[config.mk]
export PLATFORM = sky130hd
export DESIGN_NAME = xml_text_escaper
export DESIGN_NICKNAME = d
export VERILOG_FILES = /design/src/xte_pkg.sv /design/src/xml_text_escaper.sv /design/src/xte_datapath.sv /design/src/xte_ctrl.sv
export SDC_FILE = /design/constraint.sdc
export NUM_CORES = 1
export LEC_CHECK = 0
export BUFFER_PORTS_ARGS = -buffer_cell sky130_fd_sc_hd__buf_2
export CORE_ASPECT_RATIO = 1.75
export CORE_UTILIZATION = 60
export DETAILED_ROUTE_END_ITERATION = 10
export GPL_TIMING_DRIVEN = 0
export PLACE_DENSITY = 0.78
export RECOVER_POWER = 25
export SLEW_MARGIN = 10
export SYNTH_ARGS = -nofsm -noshare
export SYNTH_HDL_FRONTEND = slang
export SYNTH_SLANG_ARGS = --single-unit
export TNS_END_PERCENT = 1
[constraint.sdc]
create_clock -name aclk -period 5.6 [get_ports aclk]
set_clock_uncertainty 0.2 [all_clocks]
set_input_delay 0.84 -clock aclk [delete_from_list [all_inputs] [get_ports aclk]]
set_output_delay 0.84 -clock aclk [all_outputs]
set_load 0.05 [all_outputs]
[src/xte_pkg.sv]
package xte_pkg;

    // Longest entity name that is held before the entity is broken.
    localparam int NAME_MAX = 10;

    // Held-name count, held-array index and sequencing index widths.
    localparam int CNT_W  = $clog2(NAME_MAX + 1);
    localparam int HIDX_W = (NAME_MAX > 1) ? $clog2(NAME_MAX) : 1;
    localparam int IDX_W  = (CNT_W > 3) ? CNT_W : 3;
    localparam int IDXP_W = IDX_W + 1;

    // Character codes.
    localparam logic [7:0] CH_AMP  = 8'h26;
    localparam logic [7:0] CH_SEMI = 8'h3B;
    localparam logic [7:0] CH_HASH = 8'h23;
    localparam logic [7:0] CH_DASH = 8'h2D;
    localparam logic [7:0] CH_LT   = 8'h3C;
    localparam logic [7:0] CH_GT   = 8'h3E;

    // Position of the last character in the escape strings.
    localparam logic [2:0] AMP_STR_LAST   = 3'd4;
    localparam logic [2:0] ANGLE_STR_LAST = 3'd3;

    // Byte classes that steer the controller.
    typedef struct packed {
        logic is_amp;
        logic is_semi;
        logic is_lt;
        logic is_gt;
        logic is_name;
    } cls_t;

    // Source of the next output byte.
    typedef enum logic [2:0] {
        SEL_AMP_STR,
        SEL_ANGLE_STR,
        SEL_HELD,
        SEL_BYTE,
        SEL_CHAR_AMP,
        SEL_CHAR_SEMI
    } sel_t;

    // Commands from the controller to the datapath.
    typedef struct packed {
        logic load;
        logic hold;
        logic cnt_clr;
        logic emit;
        sel_t sel;
        logic last;
        logic idx_inc;
        logic idx_clr;
    } cmd_t;

    // Status from the datapath to the controller.
    typedef struct packed {
        cls_t in_cls;
        cls_t lat_cls;
        logic lat_end;
        logic cnt_zero;
        logic cnt_full;
        logic idx_amp_end;
        logic idx_angle_end;
        logic idx_held_end;
        logic out_free;
    } status_t;

    // Classify one text byte.
    function automatic cls_t classify(input logic [7:0] b);
        cls_t c;
        c.is_amp  = (b == CH_AMP);
        c.is_semi = (b == CH_SEMI);
        c.is_lt   = (b == CH_LT);
        c.is_gt   = (b == CH_GT);
        c.is_name = ((b >= 8'h61) && (b <= 8'h7A)) || ((b >= 8'h41) && (b <= 8'h5A)) ||
                    ((b >= 8'h30) && (b <= 8'h39)) || (b == CH_HASH) || (b == CH_DASH);
        return c;
    endfunction

    // Characters of "&amp;".
    function automatic logic [7:0] amp_char(input logic [2:0] pos);
        logic [7:0] ch;
        unique case (pos)
            3'd0:    ch = CH_AMP;
            3'd1:    ch = 8'h61;
            3'd2:    ch = 8'h6D;
            3'd3:    ch = 8'h70;
            default: ch = CH_SEMI;
        endcase
        return ch;
    endfunction

    // Characters of "&lt;" or "&gt;".
    function automatic logic [7:0] angle_char(input logic gt, input logic [1:0] pos);
        logic [7:0] ch;
        unique case (pos)
            2'd0:    ch = CH_AMP;
            2'd1:    ch = gt ? 8'h67 : 8'h6C;
            2'd2:    ch = 8'h74;
            default: ch = CH_SEMI;
        endcase
        return ch;
    endfunction

endpackage

[src/xml_text_escaper.sv]
// XML text escaper.
// The input stream carries one text byte per request (s_tdata) with s_tlast
// set on the final byte of a text node. The output stream carries one escaped
// byte per request (m_tdata); m_tlast marks the last byte caused by an input
// request and m_tuser the final byte of the whole text.
// '<' and '>' become "&lt;" and "&gt;". After '&', up to ten name bytes are
// held; a ';' after a non-empty name passes the reference through, while
// anything else emits "&amp;" and the held bytes, then handles the breaking
// byte afresh. Held bytes give no output yet.
// One output byte per cycle, while the receiver takes it, passes through
// the single output register; input is taken only while the controller is
// idle, so a new request waits until the controller is done with the last.
// Reset clears the controller and any pending entity; the output goes idle.
// When the receiver stalls, the output register holds its byte and the
// controller waits, so input requests stall in turn.
module xml_text_escaper (
    input  logic        aclk,
    input  logic        aresetn,
    input  logic        s_tvalid,
    output logic        s_tready,
    input  logic [7:0]  s_tdata,   // [7:0] in_byte
    input  logic        s_tlast,   // text_end
    output logic        m_tvalid,
    input  logic        m_tready,
    output logic [7:0]  m_tdata,   // [7:0] out_byte
    output logic        m_tlast,   // run_last
    output logic        m_tuser    // text_done
);

    xte_pkg::cmd_t    cmd;
    xte_pkg::status_t status;

    xte_ctrl u_ctrl (
        .aclk     (aclk),
        .aresetn  (aresetn),
        .s_tvalid (s_tvalid),
        .s_tlast  (s_tlast),
        .s_tready (s_tready),
        .status   (status),
        .cmd      (cmd)
    );

    xte_datapath u_dp (
        .aclk     (aclk),
        .aresetn  (aresetn),
        .s_tdata  (s_tdata),
        .s_tlast  (s_tlast),
        .cmd      (cmd),
        .status   (status),
        .m_tvalid (m_tvalid),
        .m_tready (m_tready),
        .m_tdata  (m_tdata),
        .m_tlast  (m_tlast),
        .m_tuser  (m_tuser)
    );

`ifndef SYNTHESIS
    // The last byte of a text is always the last byte of its request.
    assert property (@(posedge aclk) disable iff (!aresetn)
        m_tvalid && m_tuser |-> m_tlast)
        else $error("text_done without run_last");

    // A name byte is never stored into a full name buffer.
    assert property (@(posedge aclk) disable iff (!aresetn)
        cmd.hold |-> !status.cnt_full)
        else $error("held name overflow");

    // The controller only emits when the output register can take a byte.
    assert property (@(posedge aclk) disable iff (!aresetn)
        cmd.emit |-> status.out_free)
        else $error("emit into an occupied output register");

    // A taken output byte is not shown again unless a new one was loaded.
    assert property (@(posedge aclk) disable iff (!aresetn)
        m_tvalid && m_tready && !cmd.emit |=> !m_tvalid)
        else $error("output byte repeated");
`endif

endmodule

[src/xte_datapath.sv]
module xte_datapath (
    input  logic               aclk,
    input  logic               aresetn,
    input  logic [7:0]         s_tdata,   // [7:0] in_byte
    input  logic               s_tlast,   // text_end
    input  xte_pkg::cmd_t      cmd,
    output xte_pkg::status_t   status,
    output logic               m_tvalid,
    input  logic               m_tready,
    output logic [7:0]         m_tdata,   // [7:0] out_byte
    output logic               m_tlast,   // run_last
    output logic               m_tuser    // text_done
);

    logic [7:0]                 byte_reg;
    logic                       end_reg;
    logic [7:0]                 held_reg [xte_pkg::NAME_MAX];
    logic [xte_pkg::CNT_W-1:0]  cnt_reg, cnt_next;
    logic [xte_pkg::IDX_W-1:0]  idx_reg, idx_next;
    logic [7:0]                 out_byte_reg, out_byte_next;
    logic                       out_last_reg;
    logic                       out_done_reg;
    logic                       out_valid_reg, out_valid_next;
    logic                       out_free;
    xte_pkg::cls_t              lat_cls;

    assign lat_cls  = xte_pkg::classify(byte_reg);
    assign out_free = !out_valid_reg || m_tready;

    // Status toward the controller.
    always_comb begin
        status.in_cls        = xte_pkg::classify(s_tdata);
        status.lat_cls       = lat_cls;
        status.lat_end       = end_reg;
        status.cnt_zero      = (cnt_reg == '0);
        status.cnt_full      = (cnt_reg == xte_pkg::CNT_W'(xte_pkg::NAME_MAX));
        status.idx_amp_end   = (idx_reg[2:0] == xte_pkg::AMP_STR_LAST);
        status.idx_angle_end = (idx_reg[2:0] == xte_pkg::ANGLE_STR_LAST);
        status.idx_held_end  = ((xte_pkg::IDXP_W'(idx_reg) + xte_pkg::IDXP_W'(1))
                                == xte_pkg::IDXP_W'(cnt_reg));
        status.out_free      = out_free;
    end

    // Held-name count and sequencing index.
    always_comb begin
        cnt_next = cnt_reg;
        if (cmd.cnt_clr) begin
            cnt_next = '0;
        end else if (cmd.hold) begin
            cnt_next = cnt_reg + xte_pkg::CNT_W'(1);
        end
        idx_next = idx_reg;
        if (cmd.idx_clr) begin
            idx_next = '0;
        end else if (cmd.idx_inc) begin
            idx_next = idx_reg + xte_pkg::IDX_W'(1);
        end
    end

    // Output byte selection.
    always_comb begin
        unique case (cmd.sel)
            xte_pkg::SEL_AMP_STR:   out_byte_next = xte_pkg::amp_char(idx_reg[2:0]);
            xte_pkg::SEL_ANGLE_STR: out_byte_next =
                                        xte_pkg::angle_char(lat_cls.is_gt, idx_reg[1:0]);
            xte_pkg::SEL_HELD:      out_byte_next = held_reg[idx_reg[xte_pkg::HIDX_W-1:0]];
            xte_pkg::SEL_BYTE:      out_byte_next = byte_reg;
            xte_pkg::SEL_CHAR_AMP:  out_byte_next = xte_pkg::CH_AMP;
            xte_pkg::SEL_CHAR_SEMI: out_byte_next = xte_pkg::CH_SEMI;
            default:                out_byte_next = byte_reg;
        endcase
        out_valid_next = out_valid_reg;
        if (cmd.emit) begin
            out_valid_next = 1'b1;
        end else if (m_tready) begin
            out_valid_next = 1'b0;
        end
    end

    // Control registers.
    always_ff @(posedge aclk) begin
        if (!aresetn) begin
            cnt_reg       <= '0;
            idx_reg       <= '0;
            out_valid_reg <= 1'b0;
        end else begin
            cnt_reg       <= cnt_next;
            idx_reg       <= idx_next;
            out_valid_reg <= out_valid_next;
        end
    end

    // Payload registers: input latch, held name bytes and output register.
    always_ff @(posedge aclk) begin
        if (cmd.load) begin
            byte_reg <= s_tdata;
            end_reg  <= s_tlast;
        end
        if (cmd.hold) begin
            held_reg[cnt_reg[xte_pkg::HIDX_W-1:0]] <= s_tdata;
        end
        if (cmd.emit) begin
            out_byte_reg <= out_byte_next;
            out_last_reg <= cmd.last;
            out_done_reg <= cmd.last && end_reg;
        end
    end

    assign m_tvalid = out_valid_reg;
    assign m_tdata  = out_byte_reg;
    assign m_tlast  = out_last_reg;
    assign m_tuser  = out_done_reg;

endmodule

[src/xte_ctrl.sv]
module xte_ctrl (
    input  logic               aclk,
    input  logic               aresetn,
    input  logic               s_tvalid,
    input  logic               s_tlast,
    output logic               s_tready,
    input  xte_pkg::status_t   status,
    output xte_pkg::cmd_t      cmd
);

    typedef enum logic [3:0] {
        ST_IDLE,
        ST_FLUSH_AMP,
        ST_FLUSH_HELD,
        ST_FRESH,
        ST_REF_OPEN,
        ST_REF_HELD,
        ST_REF_CLOSE,
        ST_STR,
        ST_BYTE
    } state_t;

    state_t         state_reg, state_next;
    logic           pending_reg, pending_next;
    logic           then_fresh_reg, then_fresh_next;
    logic           more_reg, more_next;
    logic           do_fresh;
    logic           flush_done;
    xte_pkg::cls_t  f_cls;
    logic           f_end;

    assign s_tready = (state_reg == ST_IDLE);

    // A fresh byte is the incoming one when idle, else the latched one.
    assign f_cls = (state_reg == ST_IDLE) ? status.in_cls : status.lat_cls;
    assign f_end = (state_reg == ST_IDLE) ? s_tlast : status.lat_end;

    always_comb begin
        state_next      = state_reg;
        pending_next    = pending_reg;
        then_fresh_next = then_fresh_reg;
        more_next       = more_reg;
        do_fresh        = 1'b0;
        flush_done      = 1'b0;
        cmd             = '0;
        cmd.sel         = xte_pkg::SEL_BYTE;

        unique case (state_reg)
            ST_IDLE: begin
                if (s_tvalid) begin
                    cmd.load = 1'b1;
                    if (pending_reg) begin
                        priority if (status.in_cls.is_semi && !status.cnt_zero) begin
                            state_next = ST_REF_OPEN;
                        end else if (status.in_cls.is_name && !status.cnt_full) begin
                            cmd.hold = 1'b1;
                            if (s_tlast) begin
                                state_next      = ST_FLUSH_AMP;
                                then_fresh_next = 1'b0;
                                more_next       = 1'b0;
                            end
                        end else begin
                            // The byte breaks the entity and is handled afresh.
                            state_next      = ST_FLUSH_AMP;
                            then_fresh_next = 1'b1;
                            more_next       = !(status.in_cls.is_amp && !s_tlast);
                        end
                    end else begin
                        do_fresh = 1'b1;
                    end
                end
            end
            ST_FLUSH_AMP: begin
                if (status.out_free) begin
                    cmd.emit = 1'b1;
                    cmd.sel  = xte_pkg::SEL_AMP_STR;
                    if (status.idx_amp_end) begin
                        cmd.idx_clr = 1'b1;
                        if (status.cnt_zero) begin
                            cmd.last   = !more_reg;
                            flush_done = 1'b1;
                        end else begin
                            state_next = ST_FLUSH_HELD;
                        end
                    end else begin
                        cmd.idx_inc = 1'b1;
                    end
                end
            end
            ST_FLUSH_HELD: begin
                if (status.out_free) begin
                    cmd.emit = 1'b1;
                    cmd.sel  = xte_pkg::SEL_HELD;
                    if (status.idx_held_end) begin
                        cmd.idx_clr = 1'b1;
                        cmd.last    = !more_reg;
                        flush_done  = 1'b1;
                    end else begin
                        cmd.idx_inc = 1'b1;
                    end
                end
            end
            ST_FRESH: begin
                do_fresh = 1'b1;
            end
            ST_REF_OPEN: begin
                if (status.out_free) begin
                    cmd.emit   = 1'b1;
                    cmd.sel    = xte_pkg::SEL_CHAR_AMP;
                    state_next = ST_REF_HELD;
                end
            end
            ST_REF_HELD: begin
                if (status.out_free) begin
                    cmd.emit = 1'b1;
                    cmd.sel  = xte_pkg::SEL_HELD;
                    if (status.idx_held_end) begin
                        cmd.idx_clr = 1'b1;
                        state_next  = ST_REF_CLOSE;
                    end else begin
                        cmd.idx_inc = 1'b1;
                    end
                end
            end
            ST_REF_CLOSE: begin
                if (status.out_free) begin
                    cmd.emit     = 1'b1;
                    cmd.sel      = xte_pkg::SEL_CHAR_SEMI;
                    cmd.last     = 1'b1;
                    pending_next = 1'b0;
                    state_next   = ST_IDLE;
                end
            end
            ST_STR: begin
                if (status.out_free) begin
                    cmd.emit = 1'b1;
                    cmd.sel  = xte_pkg::SEL_ANGLE_STR;
                    if (status.idx_angle_end) begin
                        cmd.idx_clr = 1'b1;
                        cmd.last    = 1'b1;
                        state_next  = ST_IDLE;
                    end else begin
                        cmd.idx_inc = 1'b1;
                    end
                end
            end
            ST_BYTE: begin
                if (status.out_free) begin
                    cmd.emit   = 1'b1;
                    cmd.sel    = xte_pkg::SEL_BYTE;
                    cmd.last   = 1'b1;
                    state_next = ST_IDLE;
                end
            end
            default: begin
                state_next = ST_IDLE;
            end
        endcase

        // A finished flush closes the entity.
        if (flush_done) begin
            pending_next = 1'b0;
            state_next   = then_fresh_reg ? ST_FRESH : ST_IDLE;
        end

        // Fresh handling of a byte outside an entity.
        if (do_fresh) begin
            priority if (f_cls.is_amp) begin
                pending_next = 1'b1;
                cmd.cnt_clr  = 1'b1;
                if (f_end) begin
                    state_next      = ST_FLUSH_AMP;
                    then_fresh_next = 1'b0;
                    more_next       = 1'b0;
                end else begin
                    state_next = ST_IDLE;
                end
            end else if (f_cls.is_lt || f_cls.is_gt) begin
                state_next = ST_STR;
            end else begin
                state_next = ST_BYTE;
            end
        end
    end

    // State and control flags.
    always_ff @(posedge aclk) begin
        if (!aresetn) begin
            state_reg      <= ST_IDLE;
            pending_reg    <= 1'b0;
            then_fresh_reg <= 1'b0;
            more_reg       <= 1'b0;
        end else begin
            state_reg      <= state_next;
            pending_reg    <= pending_next;
            then_fresh_reg <= then_fresh_next;
            more_reg       <= more_next;
        end
    end

endmodule

# == Yosys cells after proc, flatten, opt, wreduce, memory -nomap -nowiden ==
# Memory sizes are Yosys's and may differ from the RTL's. A register that Yosys moved wholly into a read port is not among the register bits.
# Cells that the tools add are included.
# classes
add_sub_neg,3
n_lt_le_gt_ge,12
eq_ne,45
n_mux,91
bitwise,1
reduce_logical,37
# op_table
operator,n
== test 8 x 6 -> 1 bit (second input constant),12
2-to-1 mux 4 bit,23
one-hot mux 4 bit (7 select lines),2
2-to-1 mux 1 bit,49
one-hot mux 8 bit (5 select lines),1
greater-or-equal comparator 8 x 7 -> 1 bit (second input constant),4
less-or-equal comparator 8 x 7 -> 1 bit (second input constant),4
one-hot mux 7 bit (4 select lines),1
!= test 4 x 1 -> 1 bit (second input constant),6
one-hot mux 8 bit (3 select lines),1
2-to-1 mux 7 bit,3
== test 4 x 3 -> 1 bit (second input constant),4
greater-or-equal comparator 8 x 6 -> 1 bit (second input constant),2
less-or-equal comparator 8 x 6 -> 1 bit (second input constant),2
!= test 4 x 2 -> 1 bit (second input constant),4
2-to-1 mux 5 bit,3
AND reduction 13 bit,1
logical AND 1 bit,10
logical OR 1 bit,10
== test 3 x 2 -> 1 bit (second input constant),3
== test 3 bit (second input constant),3
adder 4 x 1 -> 4 bit (second input constant),2
== test 4 x 2 -> 1 bit (second input constant),2
== test 4 bit (second input constant),2
20 further kinds,35
# word_totals
register_bits,35
ramBits,80
inputBits,13
out_inout_bits,12
word_cells,202
n_memories,1
# mem_list
name,words,word_bits,rd,rd_clocked_by_memory_dff,wr,line,source
u_dp.held_reg,10,8,1,1,1,xte_datapath.sv:17,logic [7:0] held_reg [xte_pkg::NAME_MAX];

# == Depth between registers and ports, before layout ==
# depth
depth_word,15
mapped_depth,10
ltp_nobuf,9

# == Hierarchy ==
# Synthesis repeated with hierarchy kept, for this count alone.
# unflattened
hier_cells,474
hier_area_um2,5878.1
# by_module_without_submodules
module,instances,cells_per_inst,area_per_inst_um2,seq_area_each_um2
xte_datapath,1,348,5049.8,3233.1
xte_ctrl,1,126,828.3,140.1

# == Least setup slack after synthesis ==
# Ideal clock, no wire load.
# synth_timing
path_kind,reg-to-reg
start,reg u_ctrl.state_reg[1]
end,mem u_dp.held_reg[4][0] (enable)
setup_time_ns,0.332
t_arrival_ns,2.508
required_time_ns,5.068
path_slack_ns,2.561
path_stages_with_launch,9
n_path_buf,1
synth_period_minus_slack_ns,3.039
cell_sequence,dfxtp_1 > nor4_4 > and2_1 > nand3_2 > nor2b_4 > buf_6 > nand2_1 > nor2_1 > and2_1
# synth_via
elab_chain_cells,4
# synth_rtl
item,line,source
"start, declared",xte_ctrl.sv:23,"state_t state_reg, state_next;"
"start signal, assigned",xte_ctrl.sv:194,state_reg <= state_next;
logical NOT 4 bit,-,
via s_tready,xml_text_escaper.sv:20,"output logic s_tready,"
2-to-1 mux 2 bit,xte_ctrl.sv:48,unique case (state_reg)
2-to-1 mux 1 bit,xte_datapath.sv:99,if (cmd.hold) begin
2-to-1 mux 1 bit (not written as such),xte_datapath.sv:100,held_reg[cnt_reg[xte_pkg::HIDX_W-1:0]] <= s_tdata;
"end, declared",xte_datapath.sv:17,
# The timed path passes the listed nets, and every way through them passes these cells.

# == Worst setup path after layout ==
# layout_timing
start,in s_tdata[5]
end,mem u_dp.held_reg[6][5] (enable)
# layout_via
elab_chain_cells,14
word_cells_on_any_way,25
cone_classes,order compare: 6; eq/ne: 3; mux: 7; reduce/logical: 9
# layout_rtl
item,line,source
"start, declared",xml_text_escaper.sv:21,"input logic [7:0] s_tdata,"
greater-or-equal comparator 8 x 7 -> 1 bit or less-or-equal comparator 8 x 7 -> 1 bit (tied branches),xte_pkg.sv:75,c.is_name = ((b >= 8'h61) && (b <= 8'h7A)) || ((b >= 8'h41) && (b <= 8'h5A)) ||
logical AND 1 bit,xte_pkg.sv:75,
logical OR 1 bit (2 in series),xte_pkg.sv:75,
logical OR 1 bit (2 in series),xte_pkg.sv:76,((b >= 8'h30) && (b <= 8'h39)) || (b == CH_HASH) || (b == CH_DASH);
logical AND 1 bit,xte_ctrl.sv:55,end else if (status.in_cls.is_name && !status.cnt_full) begin
2-to-1 mux 1 bit,xte_ctrl.sv:55,
2-to-1 mux 1 bit *,xte_ctrl.sv:53,priority if (status.in_cls.is_semi && !status.cnt_zero) begin
2-to-1 mux 1 bit *,xte_ctrl.sv:52,if (pending_reg) begin
2-to-1 mux 2 bit *,xte_ctrl.sv:50,if (s_tvalid) begin
2-to-1 mux 2 bit *,xte_ctrl.sv:48,
2-to-1 mux 1 bit *,xte_datapath.sv:99,
2-to-1 mux 1 bit (not written as such) *,xte_datapath.sv:100,
# Mark *: on every way between the ends. The rest lies on a longest branch, timed or not.

==> summary.md <==
| Metric | Value |
|---|---|
| DRC Markers | 0 |
| 1st-pass router iterations | 5 |
| Largest net degree at the start of global routing | 20 |
| Ys flop type | edfxtp_1 |
| Vias after detailed routing | 3691 |
| Avg Vias per Cell | 6.25 |
| Tmin final | 3520 ps |
| Post-cts gate resize count | 0 |
| Sequential element share of the synthesized area | 0.604 |
| Synth Area in Simple Gates | 0.141 |
| CP max-delay cell | nor3b_2 |
| GRT Total Usage | 0.301 |
| CTS root buf | clkbuf_16 |
| Initial antenna violation count | 0 |
| Outcome | finished, final reports clean |
| Fraction of registers with async set/reset | 0 |
| Main combinational cell family by area after synthesis | simple AND/OR/NAND/NOR gates |
| Worst-skew pair later-pin latency | 410 ps |
| Arrival time worst endpoint | 3370 ps |
| Drt wl/cell | 22.2 µm |
| Initial Util | 0.618 |
| Most frequent cell after synthesis | edfxtp_1 |
| Leakage Power | 2.20 nW |
| Worst setup path end | u_dp.held_reg[6][5] |
| Largest area contributor in the netlist | edfxtp_1 |
| DRT iter0 DRCs | 205 |
| Most instantiated cells after synthesis | edfxtp_1 (99), nor2_1 (39), nand2_1 (23) |
| Mapped Cells | 416 |
| Max_slew headroom | 0.343 |
| CP required | 5440 ps |
| H-tree levels | 4 |
| Yosys cell types | 69 |
| Post-detail-place hpwl | 8920 µm |
| Die area | 9720 µm² |
| Final nets | 480 |
| Ys Warns | 0 |
| Slew Viols, Final | 0 |
| Adder-Cell Fraction of Synth Area | 0.0202 |
| Max Fclk | 284 MHz |
| Critical Path Start | s_tdata[5] |
| Non-filler cells, final | 591 |
| Fin. Hold Viols | 0 |
| Share of layout cells above drive strength 1 | 0.202 |
| CP max FO | 12 |
| Placed cells | 559 |
| Crit-path cells | clkbuf_1, nor3b_2, nand3_1, a31oi_1, nor2b_4, buf_6, nand2_1, nor2_1, and2_1 |
| Num CTS Buffers | 17 |
| MaxCap Viol Count | 0 |
| Synth Area in Compound Gates | 0.0968 |
| WL final | 13100 µm |
| GRT Residual Overflow | 0 |
| Syn Area/Cell | 13.4 µm² |
| Setup CP Type | input pin to flop |
| Io pins | 25 |
| Rows | 46 |
| Gp weighted congestion | 0.922 |
| Post-synthesis mux area share | 0.0979 |
| Worst Tran Pin Value | 983 ps |
| Reg2reg start | u_ctrl.state_reg[1] |
| # port buffers | 23 |
| CP Capture Type | flop |
| Leading cell types by total area after synthesis | edfxtp_1 (53%), dfxtp_1 (7.2%), mux4_2 (6.5%), nor2_1 (2.6%), mux2i_1 (2.3%) |
| Syn nets | 438 |
| Max reg flops | 80 |
| Post-synth EDFFs | 99 |
| CTS hold repair buffers | 0 |
| Post-Syn Area | 5590 µm² |
| Final setup vio count | 0 |
| HP Class | flop to flop |
| Worst path max stage delay | 490 ps |
| Yosys reg bits | 119 |
| VDD IR-drop max | 0.413 mV |
| Clk slew on worst S/H paths | 50 ps |
| Die width | 74.9 µm |
| Critical Path Source Type | input pin |
| R2R depth | 8 |
| Clock buffer depth | 2 |
| Routed Antenna Nets | 0 |
| Power Density | 486 nW/µm² |
| Post CTS Setup Buffer Count | 0 |
| Layout Area Growth over Synthesis | 15.8% |
| Post-synthesis xor/xnor area fraction | 0.0157 |
| Vias in the first global route | 3784 |
| Synth top area share | 0.532 |
| Design Power | 0.00314 W |
| Placeable Area | 9040 µm² |
| Setup TNS | 0 ps |
| R2R setup slack | 2340 ps |
| Final setup margin | 2080 ps |
| R2R Path End | u_dp.held_reg[6][5] |
| First-pass GRT wire length | 20000 µm |
| Fin crit share | 0.629 |
| Clk sinks | 119 |
| RSZ-0062 raised after global routing | no |
| DIE HEIGHT | 130 µm |
| Number of inserted diodes | 0 |
| Place WS | 2020 ps |
| CTS tree | done |
[routing by layer]
layer	global-route usage	vias up	part of all wire
met5	0	-	0
met4	0.202	0	0.054
met3	0.0575	44	0.039
met2	0.548	129	0.57
met1	0.296	1820	0.34
li1	-	1698	-
[cells by family (layout without fill, tap and decap cells)]
logic type	count (synthesis)	after routing
and+or+nand+nor	137	137
DFF	119	119
AOI/OAI and AO/OA	81	81
muxes	34	34
buffers and inverters	26	81
xor gates and xnor gates	10	10
adders and majority gates	9	9
[critical path, delay by kind of cell]
family | cells | cell delay (ps)
AO/OA/AOI/OAI | 1 | 360
buffers and inverters | 2 | 510
AND/OR/NAND/NOR | 6 | 1660
[cell usage in the layout, fill, tap and decap left out, types with 8 or more instances in the layout]
cell type	synthesis	layout
edfxtp_1	99	99
nor2_1	39	39
nand2_1	23	23
buf_2	6	22
o21ai_0	20	20
dfxtp_1	20	20
a21oi_1	18	18
clkbuf_16	0	17
mux4_2	16	16
clkbuf_1	7	15
mux2i_1	13	13
nor2b_1	10	10
a211oi_1	9	9
ha_1	9	9
and2_1	8	8
[power by group]
part / internal (W) / switching, W / total [W]
registers: 0.00107 / 0.0000465 / 0.00112
clock network: 0.000749 / 0.000398 / 0.00115
logic: 0.000291 / 0.000586 / 0.000878
[cell type report]
type                       count  area [µm²]
timing repair buffer          23         106
multi-input combinational    271        2070
tap                          120         150
buffer                        20         116
sequential                   119        3370
clock buffer                  18         429
clock inverter                14         198
fill                         610        2570
inverter                       6        22.5
[metrics by stage]
stage	hold slack [ps]	cell area (µm²)	util
5_1_grt	330	6470	0.716
6_report	279	6470	0.716
3_5_place_dp	270	5850	0.648
4_1_cts	278	6480	0.717
3_3_place_gp	263	5850	0.648
2_1_floorplan	247	5590	-
[worst min-delay path by stage]
stage,start,endpoint,depth (start not counted)
final,u_ctrl.more_reg,u_ctrl.more_reg,2
after global routing,u_ctrl.more_reg,u_ctrl.more_reg,2
after CTS,u_ctrl.more_reg,u_ctrl.more_reg,2
after detailed placement,u_ctrl.more_reg,u_ctrl.more_reg,2
after global placement,u_ctrl.more_reg,u_ctrl.more_reg,2
after floorplan,u_ctrl.more_reg,u_ctrl.more_reg,2
No activity file was read; power rests on OpenSTA's default activity.
